File: config.mk
export PLATFORM = sky130hd
export DESIGN_NAME = uart_frame_receiver_unit_flat
export DESIGN_NICKNAME = d
export VERILOG_FILES = /design/src/hdl/ufr_pkg.sv /design/src/hdl/ufr_ifs.sv /design/src/hdl/ufr_parser.sv /design/src/hdl/ufr_store.sv /design/src/hdl/ufr_replay.sv /design/src/hdl/uart_frame_receiver_unit.sv /design/src/flat_wrapper.sv
export SDC_FILE = /design/constraint.sdc
export NUM_CORES = 1
export LEC_CHECK = 0
export ABC_CLOCK_PERIOD_IN_PS = 6300
export BUFFER_PORTS_ARGS = -buffer_cell sky130_fd_sc_hd__buf_2
export CORE_MARGIN = 2
export CORE_UTILIZATION = 40
export DETAILED_ROUTE_END_ITERATION = 8
export PLACE_DENSITY_LB_ADDON = 0.2
export SETUP_SLACK_MARGIN = 0.05
export SYNTH_ARGS = -nofsm -noshare
export SYNTH_HDL_FRONTEND = slang
export SYNTH_SLANG_ARGS = --single-unit
File: constraint.sdc
create_clock -name clk -period 6.3 [get_ports clk]
set_input_delay 1.26 -clock clk [delete_from_list [all_inputs] [get_ports clk]]
set_output_delay 1.26 -clock clk [all_outputs]
set_load 0.02 [all_outputs]
File: src/hdl/ufr_pkg.sv
// ----------------------------------------------------------------------------
// ufr_pkg
// Shared types and constants for the uart frame receiver: field widths,
// register indexes and reset values, replay sequencer states.
// ----------------------------------------------------------------------------
package ufr_pkg;

  // field widths
  localparam int BYTE_W = 8;
  localparam int POS_W  = 5;
  localparam int IDX_W  = 9;
  localparam int CFG_AW = 1;

  // configuration register indexes
  localparam logic [CFG_AW-1:0] CFG_HEAD = 1'b0;
  localparam logic [CFG_AW-1:0] CFG_TAIL = 1'b1;

  // register reset values
  localparam logic [BYTE_W-1:0] HEAD_RESET = 8'hAA;
  localparam logic [BYTE_W-1:0] TAIL_RESET = 8'h55;

  // frame byte counter saturates here
  localparam logic [IDX_W-1:0] IDX_MAX = 9'h1FF;

  // mask for the running payload sum low bit
  localparam logic [BYTE_W-1:0] PARITY_MASK = 8'h01;

  // replay sequencer states
  typedef enum logic [1:0] {
    ST_IDLE,
    ST_READ,
    ST_SHOW
  } rep_state_t;

  // captured frame header and check data, parser to replay
  typedef struct packed {
    logic [BYTE_W-1:0] id;
    logic [BYTE_W-1:0] length;
    logic [BYTE_W-1:0] check;
    logic              parity;
  } frame_info_t;

endpackage

File: src/hdl/ufr_ifs.sv
// ----------------------------------------------------------------------------
// ufr_ifs
// Valid/ready channel interfaces: received bytes in, replayed frame results
// out.
// ----------------------------------------------------------------------------
interface ufr_in_if;
  logic                      valid;
  logic                      ready;
  logic [ufr_pkg::BYTE_W-1:0] rx_byte;

  modport source (output valid, output rx_byte, input ready);
  modport sink   (input valid, input rx_byte, output ready);
endinterface

interface ufr_out_if;
  logic                      valid;
  logic                      ready;
  logic [ufr_pkg::BYTE_W-1:0] msg_id;
  logic [ufr_pkg::BYTE_W-1:0] frame_length;
  logic [ufr_pkg::BYTE_W-1:0] payload_byte;
  logic [ufr_pkg::POS_W-1:0]  position;
  logic                      has_payload;
  logic                      last;
  logic                      check_match;
  logic                      truncated;

  modport source (output valid, output msg_id, output frame_length,
                  output payload_byte, output position, output has_payload,
                  output last, output check_match, output truncated,
                  input ready);
  modport sink   (input valid, input msg_id, input frame_length,
                  input payload_byte, input position, input has_payload,
                  input last, input check_match, input truncated,
                  output ready);
endinterface

File: src/hdl/ufr_parser.sv
// ----------------------------------------------------------------------------
// ufr_parser
// Frame parser: holds the head/tail registers, tracks the position inside a
// frame, captures id, length, check and payload parity, and issues payload
// store writes. Signals a tail so the replay sequencer can start.
// ----------------------------------------------------------------------------
module ufr_parser #(
  parameter int MAX_PAYLOAD = 32
) (
  input  logic                                   clk,
  input  logic                                   rst_n,
  input  logic                                   cfg_we,
  input  logic [ufr_pkg::CFG_AW-1:0]             cfg_addr,
  input  logic [ufr_pkg::BYTE_W-1:0]             cfg_wdata,
  input  logic                                   byte_req,
  input  logic [ufr_pkg::BYTE_W-1:0]             byte_in,
  output logic                                   tail_fire,
  output ufr_pkg::frame_info_t                   info,
  output logic                                   wr_en,
  output logic [((MAX_PAYLOAD > 1) ? $clog2(MAX_PAYLOAD) : 1)-1:0] wr_addr,
  output logic [ufr_pkg::BYTE_W-1:0]             wr_data
);

  localparam int AW = (MAX_PAYLOAD > 1) ? $clog2(MAX_PAYLOAD) : 1;

  logic [ufr_pkg::BYTE_W-1:0] head_r, head_nxt;
  logic [ufr_pkg::BYTE_W-1:0] tail_r, tail_nxt;
  logic                       in_frame_r, in_frame_nxt;
  logic [ufr_pkg::IDX_W-1:0]  idx_r, idx_nxt;
  ufr_pkg::frame_info_t       info_r, info_nxt;

  logic [ufr_pkg::IDX_W:0]    idx_ext;
  logic [ufr_pkg::IDX_W:0]    len_p2;
  logic [ufr_pkg::IDX_W:0]    len_p3;
  logic [ufr_pkg::IDX_W-1:0]  pos;

  // configuration registers
  always_comb begin
    head_nxt = head_r;
    tail_nxt = tail_r;
    if (cfg_we) begin
      unique case (cfg_addr)
        ufr_pkg::CFG_HEAD: head_nxt = cfg_wdata;
        ufr_pkg::CFG_TAIL: tail_nxt = cfg_wdata;
        default:           head_nxt = head_r;
      endcase
    end
  end

  // frame position compares
  assign idx_ext = {1'b0, idx_r};
  assign len_p2  = (ufr_pkg::IDX_W + 1)'(info_r.length) + (ufr_pkg::IDX_W + 1)'(2);
  assign len_p3  = (ufr_pkg::IDX_W + 1)'(info_r.length) + (ufr_pkg::IDX_W + 1)'(3);
  assign pos     = idx_r - ufr_pkg::IDX_W'(2);

  // byte classification and capture
  always_comb begin
    in_frame_nxt = in_frame_r;
    idx_nxt      = idx_r;
    info_nxt     = info_r;
    tail_fire    = 1'b0;
    wr_en        = 1'b0;
    wr_addr      = pos[AW-1:0];
    wr_data      = byte_in;
    if (byte_req) begin
      priority if (!in_frame_r) begin
        if (byte_in == head_r) begin
          in_frame_nxt    = 1'b1;
          idx_nxt         = '0;
          info_nxt.parity = 1'b0;
        end
      end else if (byte_in == tail_r) begin
        in_frame_nxt = 1'b0;
        tail_fire    = 1'b1;
      end else begin
        priority if (idx_r == ufr_pkg::IDX_W'(0)) begin
          info_nxt.id = byte_in;
        end else if (idx_r == ufr_pkg::IDX_W'(1)) begin
          info_nxt.length = byte_in;
        end else if (idx_ext < len_p2) begin
          wr_en           = ({1'b0, pos} < (ufr_pkg::IDX_W + 1)'(MAX_PAYLOAD));
          info_nxt.parity = info_r.parity ^ (|(byte_in & ufr_pkg::PARITY_MASK));
        end else if (idx_ext == len_p2) begin
          info_nxt.check = byte_in;
        end else if (idx_ext > len_p3) begin
          in_frame_nxt = 1'b0;
        end else begin
          info_nxt = info_r;
        end
        if (idx_r != ufr_pkg::IDX_MAX) begin
          idx_nxt = idx_r + ufr_pkg::IDX_W'(1);
        end
      end
    end
  end

  assign info = info_r;

  // state registers
  always_ff @(posedge clk) begin
    if (!rst_n) begin
      head_r     <= ufr_pkg::HEAD_RESET;
      tail_r     <= ufr_pkg::TAIL_RESET;
      in_frame_r <= 1'b0;
      idx_r      <= '0;
      info_r     <= '0;
    end else begin
      head_r     <= head_nxt;
      tail_r     <= tail_nxt;
      in_frame_r <= in_frame_nxt;
      idx_r      <= idx_nxt;
      info_r     <= info_nxt;
    end
  end

endmodule

File: src/hdl/ufr_store.sv
// ----------------------------------------------------------------------------
// ufr_store
// Payload store: one write port, one registered read port. A valid bit per
// entry, cleared at reset, makes never-written entries read as zero.
// ----------------------------------------------------------------------------
module ufr_store #(
  parameter int MAX_PAYLOAD = 32
) (
  input  logic                                   clk,
  input  logic                                   rst_n,
  input  logic                                   wr_en,
  input  logic [((MAX_PAYLOAD > 1) ? $clog2(MAX_PAYLOAD) : 1)-1:0] wr_addr,
  input  logic [ufr_pkg::BYTE_W-1:0]             wr_data,
  input  logic                                   rd_en,
  input  logic [((MAX_PAYLOAD > 1) ? $clog2(MAX_PAYLOAD) : 1)-1:0] rd_addr,
  output logic [ufr_pkg::BYTE_W-1:0]             rd_data
);

  logic [ufr_pkg::BYTE_W-1:0] mem [MAX_PAYLOAD];
  logic [MAX_PAYLOAD-1:0]     valid_r;
  logic [ufr_pkg::BYTE_W-1:0] rdata_r;
  logic                       rvalid_r;

  // storage array
  always_ff @(posedge clk) begin
    if (wr_en) begin
      mem[wr_addr] <= wr_data;
    end
    if (rd_en) begin
      rdata_r <= mem[rd_addr];
    end
  end

  // entry valid bits and registered read valid
  always_ff @(posedge clk) begin
    if (!rst_n) begin
      valid_r  <= '0;
      rvalid_r <= 1'b0;
    end else begin
      if (wr_en) begin
        valid_r[wr_addr] <= 1'b1;
      end
      if (rd_en) begin
        rvalid_r <= valid_r[rd_addr];
      end
    end
  end

  assign rd_data = rvalid_r ? rdata_r : '0;

endmodule

File: src/hdl/ufr_replay.sv
// ----------------------------------------------------------------------------
// ufr_replay
// Replay sequencer: after a tail, steps one counter through the stored
// payload, reading one entry and presenting one result at a time.
// ----------------------------------------------------------------------------
module ufr_replay #(
  parameter int MAX_PAYLOAD = 32
) (
  input  logic                                   clk,
  input  logic                                   rst_n,
  input  logic                                   tail_fire,
  input  ufr_pkg::frame_info_t                   info,
  output logic                                   idle,
  output logic                                   rd_en,
  output logic [((MAX_PAYLOAD > 1) ? $clog2(MAX_PAYLOAD) : 1)-1:0] rd_addr,
  input  logic [ufr_pkg::BYTE_W-1:0]             rd_data,
  ufr_out_if.source                              out_res
);

  localparam int AW = (MAX_PAYLOAD > 1) ? $clog2(MAX_PAYLOAD) : 1;
  localparam int CW = $clog2(MAX_PAYLOAD + 1);

  ufr_pkg::rep_state_t state_r, state_nxt;
  logic [CW-1:0]       k_r, k_nxt;
  logic [CW-1:0]       n_r, n_nxt;
  logic                has_r, has_nxt;

  logic                trunc;
  logic [CW-1:0]       n_frame;
  logic                last;
  logic [CW+ufr_pkg::POS_W-1:0] k_ext;

  // payload count for this frame, clipped to the store size
  assign trunc   = ({1'b0, info.length} > (ufr_pkg::BYTE_W + 1)'(MAX_PAYLOAD));
  assign n_frame = trunc ? CW'(MAX_PAYLOAD) : CW'(info.length);
  assign last    = !has_r || ((k_r + CW'(1)) == n_r);

  // next state
  always_comb begin
    state_nxt = state_r;
    k_nxt     = k_r;
    n_nxt     = n_r;
    has_nxt   = has_r;
    unique case (state_r)
      ufr_pkg::ST_IDLE: begin
        if (tail_fire) begin
          k_nxt   = '0;
          n_nxt   = n_frame;
          has_nxt = (n_frame != '0);
          state_nxt = (n_frame != '0) ? ufr_pkg::ST_READ : ufr_pkg::ST_SHOW;
        end
      end
      ufr_pkg::ST_READ: begin
        state_nxt = ufr_pkg::ST_SHOW;
      end
      ufr_pkg::ST_SHOW: begin
        if (out_res.ready) begin
          if (last) begin
            state_nxt = ufr_pkg::ST_IDLE;
          end else begin
            k_nxt     = k_r + CW'(1);
            state_nxt = ufr_pkg::ST_READ;
          end
        end
      end
      default: state_nxt = ufr_pkg::ST_IDLE;
    endcase
  end

  // outputs
  assign k_ext = (CW + ufr_pkg::POS_W)'(k_r);

  always_comb begin
    idle    = (state_r == ufr_pkg::ST_IDLE);
    rd_en   = (state_r == ufr_pkg::ST_READ);
    rd_addr = k_r[AW-1:0];
    out_res.valid        = (state_r == ufr_pkg::ST_SHOW);
    out_res.msg_id       = info.id;
    out_res.frame_length = info.length;
    out_res.payload_byte = has_r ? rd_data : '0;
    out_res.position     = k_ext[ufr_pkg::POS_W-1:0];
    out_res.has_payload  = has_r;
    out_res.last         = last;
    out_res.check_match  = (info.check == {{(ufr_pkg::BYTE_W-1){1'b0}}, info.parity});
    out_res.truncated    = trunc;
  end

  // sequencer registers
  always_ff @(posedge clk) begin
    if (!rst_n) begin
      state_r <= ufr_pkg::ST_IDLE;
      k_r     <= '0;
      n_r     <= '0;
      has_r   <= 1'b0;
    end else begin
      state_r <= state_nxt;
      k_r     <= k_nxt;
      n_r     <= n_nxt;
      has_r   <= has_nxt;
    end
  end

endmodule

File: src/hdl/uart_frame_receiver_unit.sv
// ----------------------------------------------------------------------------
// uart_frame_receiver_unit
// Deframes received UART bytes (head, id, length, payload, check, tail) and
// replays each closed frame as one result per stored payload byte, or as a single result for an empty frame.
// ----------------------------------------------------------------------------
// Usage: while no replay is running the block takes one byte request per
// cycle. A tail byte starts a replay during which in_rx.ready is low: each
// payload result takes one read of the payload store, then the result is
// held until taken, so the block takes no new byte until the whole frame
// has been replayed; the single read port of the store sets this pace. The
// store keeps a valid bit per entry, so no clearing pass follows reset.
// Head and tail bytes are set through the cfg_ port (index 0 head, index 1
// tail) by the user, only while the block is idle; the block leaves this unchecked.
module uart_frame_receiver_unit #(
  parameter int MAX_PAYLOAD = 32
) (
  input  logic                       clk,
  input  logic                       rst_n,
  input  logic                       cfg_we,
  input  logic [ufr_pkg::CFG_AW-1:0] cfg_addr,
  input  logic [ufr_pkg::BYTE_W-1:0] cfg_wdata,
  ufr_in_if.sink                     in_rx,
  ufr_out_if.source                  out_res
);

  localparam int AW = (MAX_PAYLOAD > 1) ? $clog2(MAX_PAYLOAD) : 1;

  logic                       rep_idle;
  logic                       byte_req;
  logic                       tail_fire;
  ufr_pkg::frame_info_t       info;
  logic                       wr_en;
  logic [AW-1:0]              wr_addr;
  logic [ufr_pkg::BYTE_W-1:0] wr_data;
  logic                       rd_en;
  logic [AW-1:0]              rd_addr;
  logic [ufr_pkg::BYTE_W-1:0] rd_data;

  // input handshake
  assign in_rx.ready = rep_idle;
  assign byte_req    = in_rx.valid && rep_idle;

  ufr_parser #(.MAX_PAYLOAD(MAX_PAYLOAD)) u_parser (
    .clk       (clk),
    .rst_n     (rst_n),
    .cfg_we    (cfg_we),
    .cfg_addr  (cfg_addr),
    .cfg_wdata (cfg_wdata),
    .byte_req  (byte_req),
    .byte_in   (in_rx.rx_byte),
    .tail_fire (tail_fire),
    .info      (info),
    .wr_en     (wr_en),
    .wr_addr   (wr_addr),
    .wr_data   (wr_data)
  );

  ufr_store #(.MAX_PAYLOAD(MAX_PAYLOAD)) u_store (
    .clk     (clk),
    .rst_n   (rst_n),
    .wr_en   (wr_en),
    .wr_addr (wr_addr),
    .wr_data (wr_data),
    .rd_en   (rd_en),
    .rd_addr (rd_addr),
    .rd_data (rd_data)
  );

  ufr_replay #(.MAX_PAYLOAD(MAX_PAYLOAD)) u_replay (
    .clk       (clk),
    .rst_n     (rst_n),
    .tail_fire (tail_fire),
    .info      (info),
    .idle      (rep_idle),
    .rd_en     (rd_en),
    .rd_addr   (rd_addr),
    .rd_data   (rd_data),
    .out_res   (out_res)
  );

endmodule

File: src/flat_wrapper.sv
// flat-port wrapper written by rule: the top's interface ports become plain ports
module uart_frame_receiver_unit_flat 
#(
  parameter int MAX_PAYLOAD = 32
)
  (clk, rst_n, cfg_we, cfg_addr, cfg_wdata, in_rx_valid, in_rx_rx_byte, in_rx_ready, out_res_valid, out_res_msg_id, out_res_frame_length, out_res_payload_byte, out_res_position, out_res_has_payload, out_res_last, out_res_check_match, out_res_truncated, out_res_ready);
  ufr_in_if in_rx_i ();
  ufr_out_if out_res_i ();
  input  logic clk;
  input  logic rst_n;
  input  logic cfg_we;
  input  logic [ufr_pkg::CFG_AW-1:0] cfg_addr;
  input  logic [ufr_pkg::BYTE_W-1:0] cfg_wdata;
  input wire logic [$bits(in_rx_i.valid)-1:0] in_rx_valid;
  input wire logic [$bits(in_rx_i.rx_byte)-1:0] in_rx_rx_byte;
  output wire logic [$bits(in_rx_i.ready)-1:0] in_rx_ready;
  output wire logic [$bits(out_res_i.valid)-1:0] out_res_valid;
  output wire logic [$bits(out_res_i.msg_id)-1:0] out_res_msg_id;
  output wire logic [$bits(out_res_i.frame_length)-1:0] out_res_frame_length;
  output wire logic [$bits(out_res_i.payload_byte)-1:0] out_res_payload_byte;
  output wire logic [$bits(out_res_i.position)-1:0] out_res_position;
  output wire logic [$bits(out_res_i.has_payload)-1:0] out_res_has_payload;
  output wire logic [$bits(out_res_i.last)-1:0] out_res_last;
  output wire logic [$bits(out_res_i.check_match)-1:0] out_res_check_match;
  output wire logic [$bits(out_res_i.truncated)-1:0] out_res_truncated;
  input wire logic [$bits(out_res_i.ready)-1:0] out_res_ready;
  assign in_rx_i.valid = in_rx_valid;
  assign in_rx_i.rx_byte = in_rx_rx_byte;
  assign in_rx_ready = in_rx_i.ready;
  assign out_res_valid = out_res_i.valid;
  assign out_res_msg_id = out_res_i.msg_id;
  assign out_res_frame_length = out_res_i.frame_length;
  assign out_res_payload_byte = out_res_i.payload_byte;
  assign out_res_position = out_res_i.position;
  assign out_res_has_payload = out_res_i.has_payload;
  assign out_res_last = out_res_i.last;
  assign out_res_check_match = out_res_i.check_match;
  assign out_res_truncated = out_res_i.truncated;
  assign out_res_i.ready = out_res_ready;
  uart_frame_receiver_unit #(.MAX_PAYLOAD(MAX_PAYLOAD)) u_core (.clk(clk), .rst_n(rst_n), .cfg_we(cfg_we), .cfg_addr(cfg_addr), .cfg_wdata(cfg_wdata), .in_rx(in_rx_i), .out_res(out_res_i));
endmodule
# == Word-level counts from Yosys, hierarchy flattened ==
# Memory sizes are Yosys's and may differ from the RTL's. A register that Yosys moved wholly into a read port is not among the register bits.
# Cells that the tools add are included.
# W data, S select, Z words.
# word_totals
word_cells,117
ramBits,256
mem_count,1
ff_bits,99
inputBits,22
# memory_table
memory,depth,width,rd,rd_ports_with_merged_regs,wr,line,source
u_core.u_store.mem,32,8,1,1,1,ufr_store.sv:19,logic [ufr_pkg::BYTE_W-1:0] mem [MAX_PAYLOAD];
# op_classes
n_reduce_logical,19
magnitude_cmp,7
n_mux,47
addsub,5
bitwise,7
n_eq_ne,17
# ops
op,count
$mux W9,4
$mux W8,4
$or A32 B32 Y32,1
$mux W1,28
$mux W6,4
$add A8 B2 Y9 const B,2
$eq A8 B8 Y1,2
$lt A5 B6 Y1 const B,2
$pmux W6 S2,1
$reduce_and A4 Y1,3
$eq A9 B10 Y1,1
$lt A9 B10 Y1,1
$ne A2 B2 Y1 const B,5
$add A9 B1 Y9 const B,1
$eq A9 B1 Y1 const B,1
$gt A9 B9 Y1,1
$logic_not A9 Y1,1
$lt A9 B6 Y1 const B,1
$ne A9 B9 Y1 const B,1
$sub A9 B2 Y9 const B,1
$eq A8 B1 Y1,1
$gt A8 B6 Y1 const B,1
$reduce_and A2 Y1,4
$reduce_and A7 Y1,1
20 further kinds,30

# == Depth between registers and ports, before layout ==
# depth
word_depth,10
mapped_depth,13

# == By module ==
# Synthesis repeated with hierarchy kept, for this count alone.
# hier_totals
hier_cells,1045
area_unflattened_um2,15628.7
# by_module_without_submodules
module,n_inst,cells_each,area_per_inst_um2
ufr_store,1,538,11414.7
ufr_parser,1,369,3052.9
ufr_replay,1,137,1154.9
uart_frame_receiver_unit,1,1,6.3

# == Least setup slack after synthesis ==
# Ideal clock, no wire load.
# synth_timing
path_type,flip-flop to flip-flop
from,reg u_core.u_parser.info_r (netlist bit u_core.u_parser.info[12])
to,mem u_core.u_store.mem[10][0] (netlist name) (enable)
stages_incl_launch_ff,12
t_required_ns,5.902
setup_slack_ns,2.556
setup_ns,0.398
arrival_ns,3.346
period_less_slack_ns,3.744
path_cell_list,dfxtp_1 clkbuf_1 and2_1 nand4_1 xor2_1 ha_1 a21o_1 a21o_1 or2_2 clkbuf_1 clkbuf_1 nor4_1
# synth_via
elab_chain_len,10
# synth_rtl
item,line,source
from (decl),ufr_parser.sv:30,"ufr_pkg::frame_info_t info_r, info_nxt;"
from (signal assigned),ufr_parser.sv:112,info_r <= info_nxt;
$add A8 B2 Y9,ufr_parser.sv:52,assign len_p2 = (ufr_pkg::IDX_W + 1)'(info_r.length) + (ufr_pkg::IDX_W + 1)'(2);
$lt A9 B10 Y1,ufr_parser.sv:80,end else if (idx_ext < len_p2) begin
$mux W1,ufr_parser.sv:80,
$mux W1,ufr_parser.sv:78,end else if (idx_r == ufr_pkg::IDX_W'(1)) begin
$mux W1,ufr_parser.sv:76,priority if (idx_r == ufr_pkg::IDX_W'(0)) begin
$mux W1,ufr_parser.sv:72,end else if (byte_in == tail_r) begin
$mux W1,ufr_parser.sv:66,priority if (!in_frame_r) begin
$mux W1,ufr_parser.sv:65,if (byte_req) begin
$mux W1,ufr_store.sv:26,if (wr_en) begin
$mux W1 (not written as such),ufr_store.sv:27,mem[wr_addr] <= wr_data;
to (decl),ufr_store.sv:19,
# Every way passes these cells.

# == Final worst setup path ==
# layout_timing
from,reg u_core.u_replay.k_r[0]
to,out out_res_last
# layout_via
elab_chain_len,3
# layout_rtl
item,line,source
from (decl),ufr_replay.sv:24,"logic [CW-1:0] k_r, k_nxt;"
from (signal assigned),ufr_replay.sv:97,k_r <= k_nxt;
$add A6 B1 Y6,ufr_replay.sv:36,assign last = !has_r || ((k_r + CW'(1)) == n_r);
$eq A6 B6 Y1,ufr_replay.sv:36,
$logic_or A1 B1 Y1,ufr_replay.sv:36,
to (decl),flat_wrapper.sv:23,output wire logic [$bits(out_res_i.last)-1:0] out_res_last;
# Every way passes these cells.

==> impl_metrics.env <==
export IMPL_yosysTopAreaCell="edfxtp_1"
export IMPL_remaining_drc_errors=0
export IMPL_cts_resized=0
export IMPL_start_util=0.404
export IMPL_end_kind="primary output"
export IMPL_first_pass_iters=5
export IMPL_drt_iter0_markers=833
export IMPL_syn_nets=1078
export IMPL_holdWs_ns=0.461
export IMPL_async_reset_ff_frac=0
export IMPL_syn_to_final_growth_pct=13.7
export IMPL_ys_ff_latch=363
export IMPL_grt_pass1_wl_um=59100
export IMPL_h_tree_depth=2
export IMPL_syn_instance_count=1027
export IMPL_drt_vias_per_instance=5.57
export IMPL_required_ns=5.04
export IMPL_slew_violations=0
export IMPL_power_mw=5.01
export IMPL_setup_ws_ns=2.32
export IMPL_skew_ns=0.0174
export IMPL_max_clock_path_buffers=3
export IMPL_clk_latency_ns=0.54
export IMPL_grt_setup_unrepaired="false"
export IMPL_dpl_hpwl_um=25200
export IMPL_dieWidth_um=201
export IMPL_drt_wirelength_per_cell_um=24.5
export IMPL_cts_hold_buf=0
export IMPL_die_y_um=201
export IMPL_setup_tns_ns=0
export IMPL_maxCapViolations=0
export IMPL_seqCellArea_mm2=0.00992
export IMPL_drive_gt1_frac=0.262
export IMPL_antenna_found_initial=1
export IMPL_ios=57
export IMPL_num_rows=72
export IMPL_hold_violations=0
export IMPL_clockRootBuffer="clkbuf_16"
export IMPL_grt_start_max_net_pins=74
export IMPL_clk_pin_slew_ns=0.06
export IMPL_period_needed_ns=3.98
export IMPL_diodes=0
export IMPL_cts_tree="done"
export IMPL_fmax_mhz=251
export IMPL_fin_crit_sh=0.632
export IMPL_synth_top_cells_by_area="edfxtp_1, mux4_2, dfxtp_1, ha_1, nand2_1"
export IMPL_hp_class="flop to flop"
export IMPL_ys_warn_count=0
export IMPL_via_count=8957
export IMPL_cp_data_arrival_time_ns=2.72
export IMPL_critical_path_max_fanout=35
export IMPL_die_area_mm2=0.0406
export IMPL_ys_flop_type="edfxtp_1"
export IMPL_grt_pass1_vias=8883
export IMPL_gp_congestion=0.783
export IMPL_final_common_cell="edfxtp_1"
export IMPL_ys_seq_area_frac=0.636
export IMPL_gr_total_overflow=0
export IMPL_ir_drop_v=0.000173
export IMPL_nets=1110
export IMPL_post_cts_buffers=0
export IMPL_cp_start_kind="flop"
export IMPL_timing_slew_headroom=0.167
export IMPL_final_cell_mix="edfxtp_1, dfxtp_1, nand2_1"
export IMPL_synth_edf_count=264
export IMPL_p_leak_nw=5.92
export IMPL_synth_avg_cell_area_um2=15.2
export IMPL_cts_sinks=363
export IMPL_cts_buffers=40
export IMPL_finalSetupViolations=0
export IMPL_drt_wl_total_um=39400
export IMPL_coreArea_mm2=0.0386
export IMPL_crit_type="flop to primary output"
export IMPL_grt_usage=0.197
export IMPL_worst_pin_slew_ns=1.25
export IMPL_synth_area_mm2=0.0156
export IMPL_powerDensity_mw_per_mm2=283
export IMPL_postLayoutCoreUtil=0.460
export IMPL_multi_input_area_mm2=0.00540
export IMPL_synth_distinct_cells=57
export IMPL_yosysTopAreaCellShare=0.509
export IMPL_ant_nets=0
export IMPL_status="finished, final reports clean"
export IMPL_io_buffers=56
export IMPL_fillers=3454
export IMPL_dp_worst_setup_slack_ns=2.07
synthesized netlist by cell type (4+ instances only):
master	instances
edfxtp_1	264
dfxtp_1	99
nand2_1	91
mux4_2	90
nor2_1	42
clkbuf_1	39
nor4_1	37
nand3_1	34
o21a_1	32
a21oi_1	30
ha_1	29
mux2i_1	28
buf_4	24
xor2_1	21
xnor2_1	18
buf_2	15
and3_1	11
inv_1	11
a21o_1	9
nand4_1	9
nor3_1	9
a211oi_1	8
mux2_2	8
a31oi_1	7
o21ai_0	7
buf_1	5
nor2b_1	5
a31o_2	4
and2_1	4
state kept, by name, summed over array words and instances, names as in the netlist, 2 cells and up:
name / cells
u_core.u_store.mem: 256
u_core.u_store.valid_r: 32
u_core.u_parser.info: 25
u_core.u_parser.idx_r: 9
u_core.u_parser.head_r: 8
u_core.u_parser.tail_r: 8
u_core.u_store.rdata_r: 8
u_core.u_replay.k_r: 6
u_core.u_replay.n_r: 6
u_core.u_replay.state_r: 2
critical path, stage by stage, from the launching register on:
cell       delay [ns]
dfxtp_4          0.78
ha_1             0.37
xor2_1           0.16
a2111oi_2        0.48
nand2_1          0.14
nand2_1          0.09
buf_2            0.17
per-layer routing:
metal | track usage | part of all wire
met2 | 0.313 | 0.47
met4 | 0.0512 | 0.020
met5 | 0 | 0.00033
met3 | 0.0340 | 0.055
met1 | 0.282 | 0.46
per-stage QoR:
| step | std cells | instance area (µm²) |
|---|---|---|
| after global routing | 1607 | 17700 |
| after detailed placement | 1535 | 16400 |
| after CTS | 1607 | 17700 |
| after global placement | 1535 | 16400 |
| final | 1607 | 17700 |
| after floorplan | 1027 | 15600 |
layout make-up:
| cell class | instances | share of cell area |
|---|---|---|
| Clock buffer | 50 | 0.0604 |
| Clock inverter | 22 | 0.0128 |
| Inverter | 12 | 0.00254 |
| Multi-Input combinational cell | 567 | 0.304 |
| Sequential cell | 363 | 0.559 |
| Tap cell | 518 | 0.0366 |
| Timing Repair Buffer | 75 | 0.0239 |
power breakdown:
part           switching (mW)  leakage, nW  internal, mW  total (mW)
sequential            0.00567         3.17          2.56        2.57
combinational          0.0877         2.11        0.0373       0.125
clock                   0.943        0.638          1.38        2.32
path summary, 6_finish.rpt:
check	start	to	slack (ns)	depth (start not counted)
worst min register to register	u_core.u_store.valid_r[31]	u_core.u_store.valid_r[31]	0.46	1
worst max register to register	u_core.u_parser.info[13]	u_core.u_store.mem[29][3]	2.40	9
worst min-delay path	u_core.u_store.valid_r[31]	u_core.u_store.valid_r[31]	0.46	1
worst max-delay path	u_core.u_replay.k_r[0]	out_res_last	2.32	6
cells by family (layout without fill, tap and decap cells):
group	count (synthesis)	in the layout	share of synthesized area
DFF	363	363	0.636
and+or+nand+nor	260	260	0.0828
muxes	126	126	0.154
AOI/OAI and AO/OA	112	112	0.0500
buffers and inverters	97	159	0.0313
xor gates and xnor gates	40	40	0.0230
adders and majority gates	29	29	0.0233
No activity file was read; power rests on OpenSTA's default activity.
